[src/brwt_pkg.sv]
`timescale 1ns / 1ps
// shared constants, types and command/status structs for the repeat window tracker
// no dependencies

package brwt_pkg;

   localparam int VALUE_BITS = 16;
   localparam int RING_DEPTH = 4096;
   localparam int RING_BITS  = $clog2(RING_DEPTH);
   localparam int FILL_BITS  = RING_BITS + 1;
   localparam int COUNT_DEPTH = 1 << VALUE_BITS;

   localparam int IN_VALUE_BITS = 16;
   localparam int LEN_BITS      = 13;
   localparam int CNT_BITS      = 13;

   localparam int CSR_DATA_BITS = 32;
   localparam int CSR_ADDR_BITS = 3;
   localparam logic CSR_IDX_MAX_REPEATS = 1'b0;
   localparam logic [LEN_BITS-1:0] MAX_REPEATS_RESET = LEN_BITS'(1);

   // controller to datapath
   typedef struct packed {
      logic clear;       // write zero to the count entry at the sweep address
      logic accept;      // take a new word, start the count read
      logic capture_cnt; // latch the count of the new value
      logic evict_rd;    // latch oldest value, start its count read
      logic evict_wr;    // write back decremented count, advance head
      logic append;      // write ring tail and count, load result
      logic drain_set;   // start emptying the window
      logic drain_done;  // window empty, return head and best to zero
   } brwt_cmd_type;

   // datapath to controller
   typedef struct packed {
      logic clear_last;
      logic evict_needed;
      logic drain;
      logic last;
      logic rsp_busy;
   } brwt_status_type;

endpackage

[src/brwt_ctrl.sv]
`timescale 1ns / 1ps
// controller state machine for the repeat window tracker
// depends on brwt_pkg

module brwt_ctrl import brwt_pkg::*; (
   input  logic            clock,
   input  logic            reset,
   input  logic            req_valid,
   output logic            req_ready,
   input  brwt_status_type status,
   output brwt_cmd_type    cmd
);

   localparam logic [2:0] S_CLEAR  = 3'd0;
   localparam logic [2:0] S_IDLE   = 3'd1;
   localparam logic [2:0] S_CNT    = 3'd2;
   localparam logic [2:0] S_CHECK  = 3'd3;
   localparam logic [2:0] S_EVICT  = 3'd4;
   localparam logic [2:0] S_APPEND = 3'd5;
   localparam logic [2:0] S_SYNC   = 3'd6;

   logic [2:0] state_ff;
   logic [2:0] state_in;

   always_comb begin
      cmd       = '0;
      state_in  = state_ff;
      req_ready = 1'b0;
      case (state_ff)
         S_CLEAR: begin
            cmd.clear = 1'b1;
            if (status.clear_last) begin
               state_in = S_IDLE;
            end
         end
         S_IDLE: begin
            req_ready  = 1'b1;
            cmd.accept = req_valid;
            if (req_valid) begin
               state_in = S_CNT;
            end
         end
         S_CNT: begin
            cmd.capture_cnt = 1'b1;
            state_in        = S_CHECK;
         end
         S_CHECK: begin
            if (status.evict_needed) begin
               cmd.evict_rd = 1'b1;
               state_in     = S_EVICT;
            end else if (status.drain) begin
               cmd.drain_done = 1'b1;
               state_in       = S_IDLE;
            end else begin
               state_in = S_APPEND;
            end
         end
         S_EVICT: begin
            cmd.evict_wr = 1'b1;
            state_in     = S_CHECK;
         end
         S_APPEND: begin
            if (!status.rsp_busy) begin
               cmd.append = 1'b1;
               if (status.last) begin
                  cmd.drain_set = 1'b1;
                  state_in      = S_SYNC;
               end else begin
                  state_in = S_IDLE;
               end
            end
         end
         S_SYNC: begin
            // ring read of the head entry settles after the tail write
            state_in = S_CHECK;
         end
         default: begin
            state_in = S_CLEAR;
         end
      endcase
   end

   always_ff @(posedge clock) begin
      if (reset) begin
         state_ff <= S_CLEAR;
      end else begin
         state_ff <= state_in;
      end
   end

endmodule

[config.mk]
export PLATFORM = sky130hd
export DESIGN_NAME = brwt_ctrl
export DESIGN_NICKNAME = d
export VERILOG_FILES = /design/src/brwt_pkg.sv /design/src/brwt_ctrl.sv
export SDC_FILE = /design/constraint.sdc
export NUM_CORES = 1
export LEC_CHECK = 0
export ABC_CLOCK_PERIOD_IN_PS = 1800
export BUFFER_PORTS_ARGS = -buffer_cell sky130_fd_sc_hd__buf_2
export CORE_AREA = 2 2 39 41
export CTS_CLUSTER_SIZE = 8
export DETAILED_ROUTE_END_ITERATION = 12
export DIE_AREA = 0 0 41 43
export GPL_TIMING_DRIVEN = 0
export MAX_ROUTING_LAYER = met4
export SLEW_MARGIN = 0
export SYNTH_ARGS = -nofsm -noshare
export SYNTH_HDL_FRONTEND = slang
export SYNTH_SLANG_ARGS = --single-unit
[constraint.sdc]
create_clock -name clock -period 1.8 [get_ports clock]
set_input_delay 0.27 -clock clock [delete_from_list [all_inputs] [get_ports clock]]
set_output_delay 0.27 -clock clock [all_outputs]
set_load 0.02 [all_outputs]
* Word level (Yosys, flattened, before mapping)
Index checks and enable logic that the tools add are counted.
** Cells by class
- Eq/ne operators :: 9
- Reductions and logical operators :: 3
- Muxes and demuxes :: 20
** Operators by type and width (number)
- 3-bit two-way mux :: 6
- 3-bit one-hot mux with 5 select lines :: 1
- 1-bit two-way mux :: 11
- 3-bit == test, second input constant :: 3
- 3-bit by 2-bit == test with 1-bit output, second input constant :: 2
- 2-bit != test, second input constant :: 3
- 2-bit two-way mux :: 2
- 3-bit by 1-bit == test with 1-bit output, second input constant :: 1
- 3-bit logical NOT :: 1
- 3-bit AND reduction :: 1
- 3-bit OR reduction :: 1
** Storage, ports and cells
- Word-level logic and storage cells :: 33
- Flip-flop bits (word level) :: 3
- Output and inout bits :: 9
- Input port bits :: 8

* Logic depth before layout (Yosys ltp)
Gate-level depths: netlist of run 1.
- Word-level depth :: 3
- Mapped depth :: 4
- Mapped depth without buffers :: 3

* Least setup slack after synthesis of run 1
Ideal clock, no wire load.
- Path type :: reg-to-output
- Start point :: register state_ff[0]
- End point :: output cmd[6] in the netlist's numbering
- Slack :: 0.189 ns
- Path buffers :: 1
- Stages on the path, launching flop included :: 5
- Required time :: 1.530 ns
- Arrival :: 1.341 ns
- Cell sequence :: dfxtp_1 > buf_6 > inv_1 > nor3_1 > and2_1
** RTL lines
- start: declaration :: line brwt_ctrl.sv:22 : logic [2:0] state_ff;
- start signal: assignment :: line brwt_ctrl.sv:87 : state_ff <= state_in;
- end: declaration :: line brwt_ctrl.sv:11 : output brwt_cmd_type cmd

==> results of run 1 <==
==> cell usage after synthesis <==
cell and count:
nor2_1 1, nor3b_2 1, nor4b_1 2, buf_2 1, nor3b_1 1, and2_1 3
inv_1 2, o41ai_2 1, o211ai_1 2, o32ai_1 1, o21ai_0 1, and4b_1 1
nor3_1 2, a21oi_1 1, o211ai_2 1, mux2_4 1, buf_8 1, o31ai_4 1
nand2b_1 2, buf_6 1, nor2b_1 2, dfxtp_1 3, nand4_1 1, a22oi_1 1
==> metal layers <==
metal,routed length (µm),part of all wire,global-route usage,up-vias
met5,0,0,-,-
met4,17,0.022,0.06000,0
met3,59,0.077,0.01571,2
met2,350,0.45,0.1531,15
met1,344,0.45,0.1378,151
li1,-,-,-,168
==> stage by stage <==
step                      hold slack (ps)  std cells  total power, mW    util
after detailed placement            500.8         66           0.2362  0.3011
after floorplan                     346.7         34           0.1934       -
final                               261.6         70           0.3593  0.3201
after global placement              502.9         66           0.2358  0.3011
after global routing                268.3         70           0.3846  0.3201
after CTS                           252.6         70           0.3619  0.3201
==> worst max-delay path by stage <==
stage / cells after the start / start / endpoint / slack (ps)
5_1_grt: 5 / state_ff[0] / cmd[6] / 30
2_1_floorplan: 4 / state_ff[0] / cmd[6] / 190
4_1_cts: 4 / state_ff[0] / cmd[0] / 180
3_5_place_dp: 4 / state_ff[0] / cmd[0] / 440
3_3_place_gp: 4 / state_ff[1] / cmd[1] / 490
6_report: 4 / state_ff[0] / cmd[0] / 200
==> final cells by class <==
type                            count  area share
Buffer                              3     0.07062
Clock buffer                        4     0.05932
Inverter                            2     0.01695
Multi-Input combinational cell     26      0.4915
Sequential cell                     3      0.1356
Tap cell                           16     0.04520
Timing Repair Buffer               16      0.1808
==> cells by family after synthesis <==
family,count (synthesis)
simple gates,16
compound gates,9
buf+inv,5
flops,3
mux,1
==> power by group through the flow <==
stage | combinational, mW | clock (mW) | sequential, mW
6_report | 0.154 | 0.125 | 0.0808
5_1_grt | 0.168 | 0.135 | 0.0823
4_1_cts | 0.155 | 0.126 | 0.0809
3_5_place_dp | 0.154 | 0 | 0.0821
3_3_place_gp | 0.154 | 0 | 0.0821
2_1_floorplan | 0.112 | 0 | 0.0810
==> run metrics, run 1 <==
Tcrit/Tclk final 0.8870; first-pass GRT wire length between 1000 and 1500 µm; I/O pin count 17; Power Density 811.2 nW/µm²; Largest stage delay, worst path around 310 ps; Simple-Gate Fraction of Synth Area 0.3518; most common cell after layout, fill and taps aside buf_2; CP Launch Type register; synthesized area per cell between 9 and 10 µm²; Max-slew headroom 0.8235; family with the most delay on the worst path buffers and inverters; reg2reg setup slack roughly 550 ps; hold_buf cts 0; FF+latch count, synth 3; WL final ~770 µm; GRT Overall Usage 0.1069; Leak between 0.2 and 0.25 nW; Final Instance Area 442.9 µm²; CTS root buffer clkbuf_4; PortBufs 16; Clock Latency Late Sink approximately 240 ps; Critical Path Slowest Stage Cell dfxtp_1; CTS tree done; ANT cells 0; initial antenna violation count 0; Min Clock Period, post-route between 1500 and 2000 ps; worst clock skew 5.272 ps; post-synthesis compound-gate area fraction 0.2885; GR Overflow Total 0; largest family of logic cells by synthesized area simple AND/OR/NAND/NOR gates; Synth area leader dfxtp_1; hold_sp reset; # DRC 0; sequential share of power 0.225; area share of fa/ha/maj cells after synthesis 0; Die Y-Extent 43 µm; vias in the first global route 310; 1st-iter DRT viols 7; mux cell area share after synthesis 0.04743; clock tree buffer depth 2; CP bufs+invs 3; MaxCap Viol Count 0; Hold Path Depth 2; Chip Width ~41 µm; Internal 0.2233 mW; drt wl/cell 11.01 µm; nets 63; WP data arrival between 1000 and 1500 ps; WP data required 1530 ps; setup TNS 0 ps; Fillers between 150 and 200; Reg2Reg Depth 4; Setup WS pre-CTS roughly 440 ps; Worst Hold End state_ff[1]; synthesized area between 300 and 400 µm²; Reg with most FFs state_ff; final hold viol count 0; Clock Pin Slew Worst Setup and Hold Paths 40 ps; Slew Viols, Final 0; number of buffers created by CTS 3; fmax approximately 630 MHz; routability cong. roughly 0.70; Clk network pwr share 0.347; sw frac 0.3786; Multi-input gate area roughly 220 µm²; worst-margin pin slew about 260 ps; pin count of the biggest net entering global routing 11; critical path, cell by cell buf_6, inv_1, nor4b_1, buf_2; sequential-to-total area share from yosys stat 0.1897; vias post-DR approximately 340; CTS-repair resized insts 0; DP Area 416.7 µm²; Antenna Violating Nets Remaining 0; H-tree levels 1; Initial Utilization 0.2288; top cells by area, synth dfxtp_1, o31ai_4, and2_1; hpwl dp approximately 570 µm; vias per cell 4.800; cell count after synthesis 34; Hold Crit Class in2reg; register area 60.06 µm²; post-synth net total 42; most frequent cells in the layout buf_2, and2_1, clkbuf_4, dfxtp_1; final setup vio count 0; Yosys top cell area share 0.1897; slack of the critical path 203.4 ps; DR pass1 iterations 4; layout overhead on the synthesized area 39.92%; Yosys warning count 0; crit path capture type primary output; Worst R2R Start state_ff[0]; Synth cell types 24; Die ar. ~1800 µm²; Setup Buffers After CTS 0; RSZ-0062 raised after global routing false; row cnt 14; share of cells above drive strength 1 0.5000; Synth Area in XOR/XNOR 0; outcome complete, no violations; Comb pwr share 0.428; core area 1384 µm²; CTS sink cnt 3; biggest regs state_ff: 3 flops; max reg flops 3; Crit Path Class reg2out; worst reg2reg path endpoint state_ff[0]; Psw ~0.14 mW; CP Max Fanout 10; Peak VDD IR between 0.3 and 0.4 mV
Note: power is estimated with default switching activity, not from simulation.
==> run 2, diff against run 1 <==
Settings changed: CORE_AREA 2 2 39 41 to 3 3 40 42, DIE_AREA 0 0 41 43 to 0 0 43 45.
==> run 2 against run 1 <==
First-iteration DRC count shrank 14%. Non-clock buffer count is the same. Critical path depth is the same. Worst setup slack gained 40 ps. Sequential share of layout area is essentially flat. Via count grew 0.30%. Core utilization grew 2.4 points. Register-to-register slack is essentially flat. Highest routed layer is now met3. Power shrank 2.3%. Count of clock-buffer cells in the layout is the same. Largest cell class unchanged. Hold slack gained 15 ps. Cell count shrank 1.4%.
==> run metrics, run 2 (synthesized netlist as in run 1, its figures left out) <==
outcome complete, no violations (unchanged); initial antenna violation count 0 (unchanged); DP Area 415.4 µm² (was 416.7 µm²); worst-margin pin slew 238.1 ps (was 261.0 ps); number of buffers created by CTS 3 (unchanged); clock tree buffer depth 2 (unchanged); max reg flops 3 (unchanged); fmax 642.3 MHz (was 626.3 MHz); Clock Latency Late Sink 230 ps (was 240 ps); vias per cell 4.884 (was 4.800); nets 63 (unchanged); WP data arrival 1290 ps (was 1330 ps); CP Max Fanout 10 (unchanged); register area 60.06 µm² (unchanged); H-tree levels 1 (unchanged); Setup Buffers After CTS 0 (unchanged); Hold Crit Class in2reg (unchanged); Crit Path Class reg2out (unchanged); # DRC 0 (unchanged); share of cells above drive strength 1 0.5000 (unchanged); PortBufs 16 (unchanged); worst clock skew 1.120 ps (was 5.272 ps); CTS root buffer clkbuf_4 (unchanged); hpwl dp 583.5 µm (was 572.5 µm); most common cell after layout, fill and taps aside buf_2 (unchanged); Tcrit/Tclk final 0.8649 (was 0.8870); final setup vio count 0 (unchanged); CP Launch Type register (unchanged); Clock Pin Slew Worst Setup and Hold Paths 30 ps (was 40 ps); biggest regs state_ff: 3 flops (unchanged); drt wl/cell 11.48 µm (was 11.01 µm); setup TNS 0 ps (unchanged); MaxCap Viol Count 0 (unchanged); row cnt 13 (was 14); vias in the first global route 299 (was 310); WL final 792 µm (was 771 µm); Initial Utilization 0.2463 (was 0.2288); CTS sink cnt 3 (unchanged); most frequent cells in the layout buf_2, and2_1, clkbuf_4, dfxtp_1 (unchanged); Setup WS pre-CTS 485.4 ps (was 444.6 ps); RSZ-0062 raised after global routing false (unchanged); routability cong. 0.7310 (was 0.7008); Peak VDD IR 0.3163 mV (was 0.3628 mV); crit path capture type primary output (unchanged); Final Instance Area 441.7 µm² (was 442.9 µm²); slack of the critical path 243.1 ps (was 203.4 ps); final hold viol count 0 (unchanged); Reg with most FFs state_ff (unchanged); Power Density 795.2 nW/µm² (was 811.2 nW/µm²); Die ar. 1935 µm² (was 1763 µm²); hold_buf cts 0 (unchanged); GR Overflow Total 0 (unchanged); DR pass1 iterations 4 (unchanged); first-pass GRT wire length 1242 µm (was 1269 µm); Min Clock Period, post-route 1557 ps (was 1597 ps); CTS-repair resized insts 0 (unchanged); Die Y-Extent 45 µm (was 43 µm); layout overhead on the synthesized area 39.53% (was 39.92%); CTS tree done (unchanged); Fillers 145 (was 151); Max-slew headroom 0.8391 (was 0.8235); 1st-iter DRT viols 6 (was 7); I/O pin count 17 (unchanged); vias post-DR 337 (was 336); WP data required 1530 ps (about the same); Antenna Violating Nets Remaining 0 (unchanged); GRT Overall Usage 0.08896 (was 0.1069); core area 1285 µm² (was 1384 µm²); Leak 0.2090 nW (unchanged); Slew Viols, Final 0 (unchanged); pin count of the biggest net entering global routing 11 (unchanged); Multi-input gate area 217.7 µm² (unchanged); Core Util, Final 0.3437 (was 0.3201); ANT cells 0 (unchanged); Chip Width 43 µm (was 41 µm)
run 2: cell counts in the layout (fill, tap and decap cells not counted):
Identical to the previous run, type by type.
run 2: worst paths after layout:
kind | from | slack (ps) | cells past startpoint | end
setup / recovery | state_ff[0] | 240 | 4 | cmd[0]
hold / removal | reset | 280 | 2 | state_ff[1]
setup reg to reg | state_ff[0] | 560 | 4 | state_ff[0]
hold reg to reg | state_ff[0] | 630 | 3 | state_ff[2]
run 2: report_power, final:
part           total, mW  switching [mW]  internal [mW]  leakage [nW]
Sequential        0.0806         0.00559         0.0750        0.0246
Clock              0.116          0.0335         0.0830        0.0150
Combinational      0.154          0.0892         0.0649         0.169
Total              0.351           0.128          0.223         0.209
run 2: cell type report:
class | count | area share
timing repair buffer | 16 | 0.1813
buffer | 3 | 0.07082
inverter | 2 | 0.01700
sequential | 3 | 0.1360
tap | 15 | 0.04249
multi-input combinational | 26 | 0.4929
clock buffer | 4 | 0.05949
run 2: critical path: stages, from the launching register on:
cell and delay [ps]:
dfxtp_1 310, buf_6 140, inv_1 110, nor4b_1 290, buf_2 210
run 2: metal layers:
| layer | vias to the layer above | routed length [µm] | track usage | share of wire |
|---|---|---|---|---|
| met5 | - | 0 | - | 0 |
| met1 | 152 | 384 | 0.1196 | 0.48 |
| met3 | 0 | 78 | 0.04781 | 0.098 |
| met4 | 0 | 0 | 0.01807 | 0 |
| met2 | 16 | 329 | 0.1168 | 0.42 |
| li1 | 169 | - | - | - |
run 2: stage by stage:
step	power [mW]	std cells	hold WS (ps)
3_5_place_dp	0.2348	65	511.4
4_1_cts	0.3587	69	263.2
5_1_grt	0.3827	69	262.8
2_1_floorplan	0.1934	34	346.7
6_report	0.3512	69	276.7
3_3_place_gp	0.2357	65	508.9
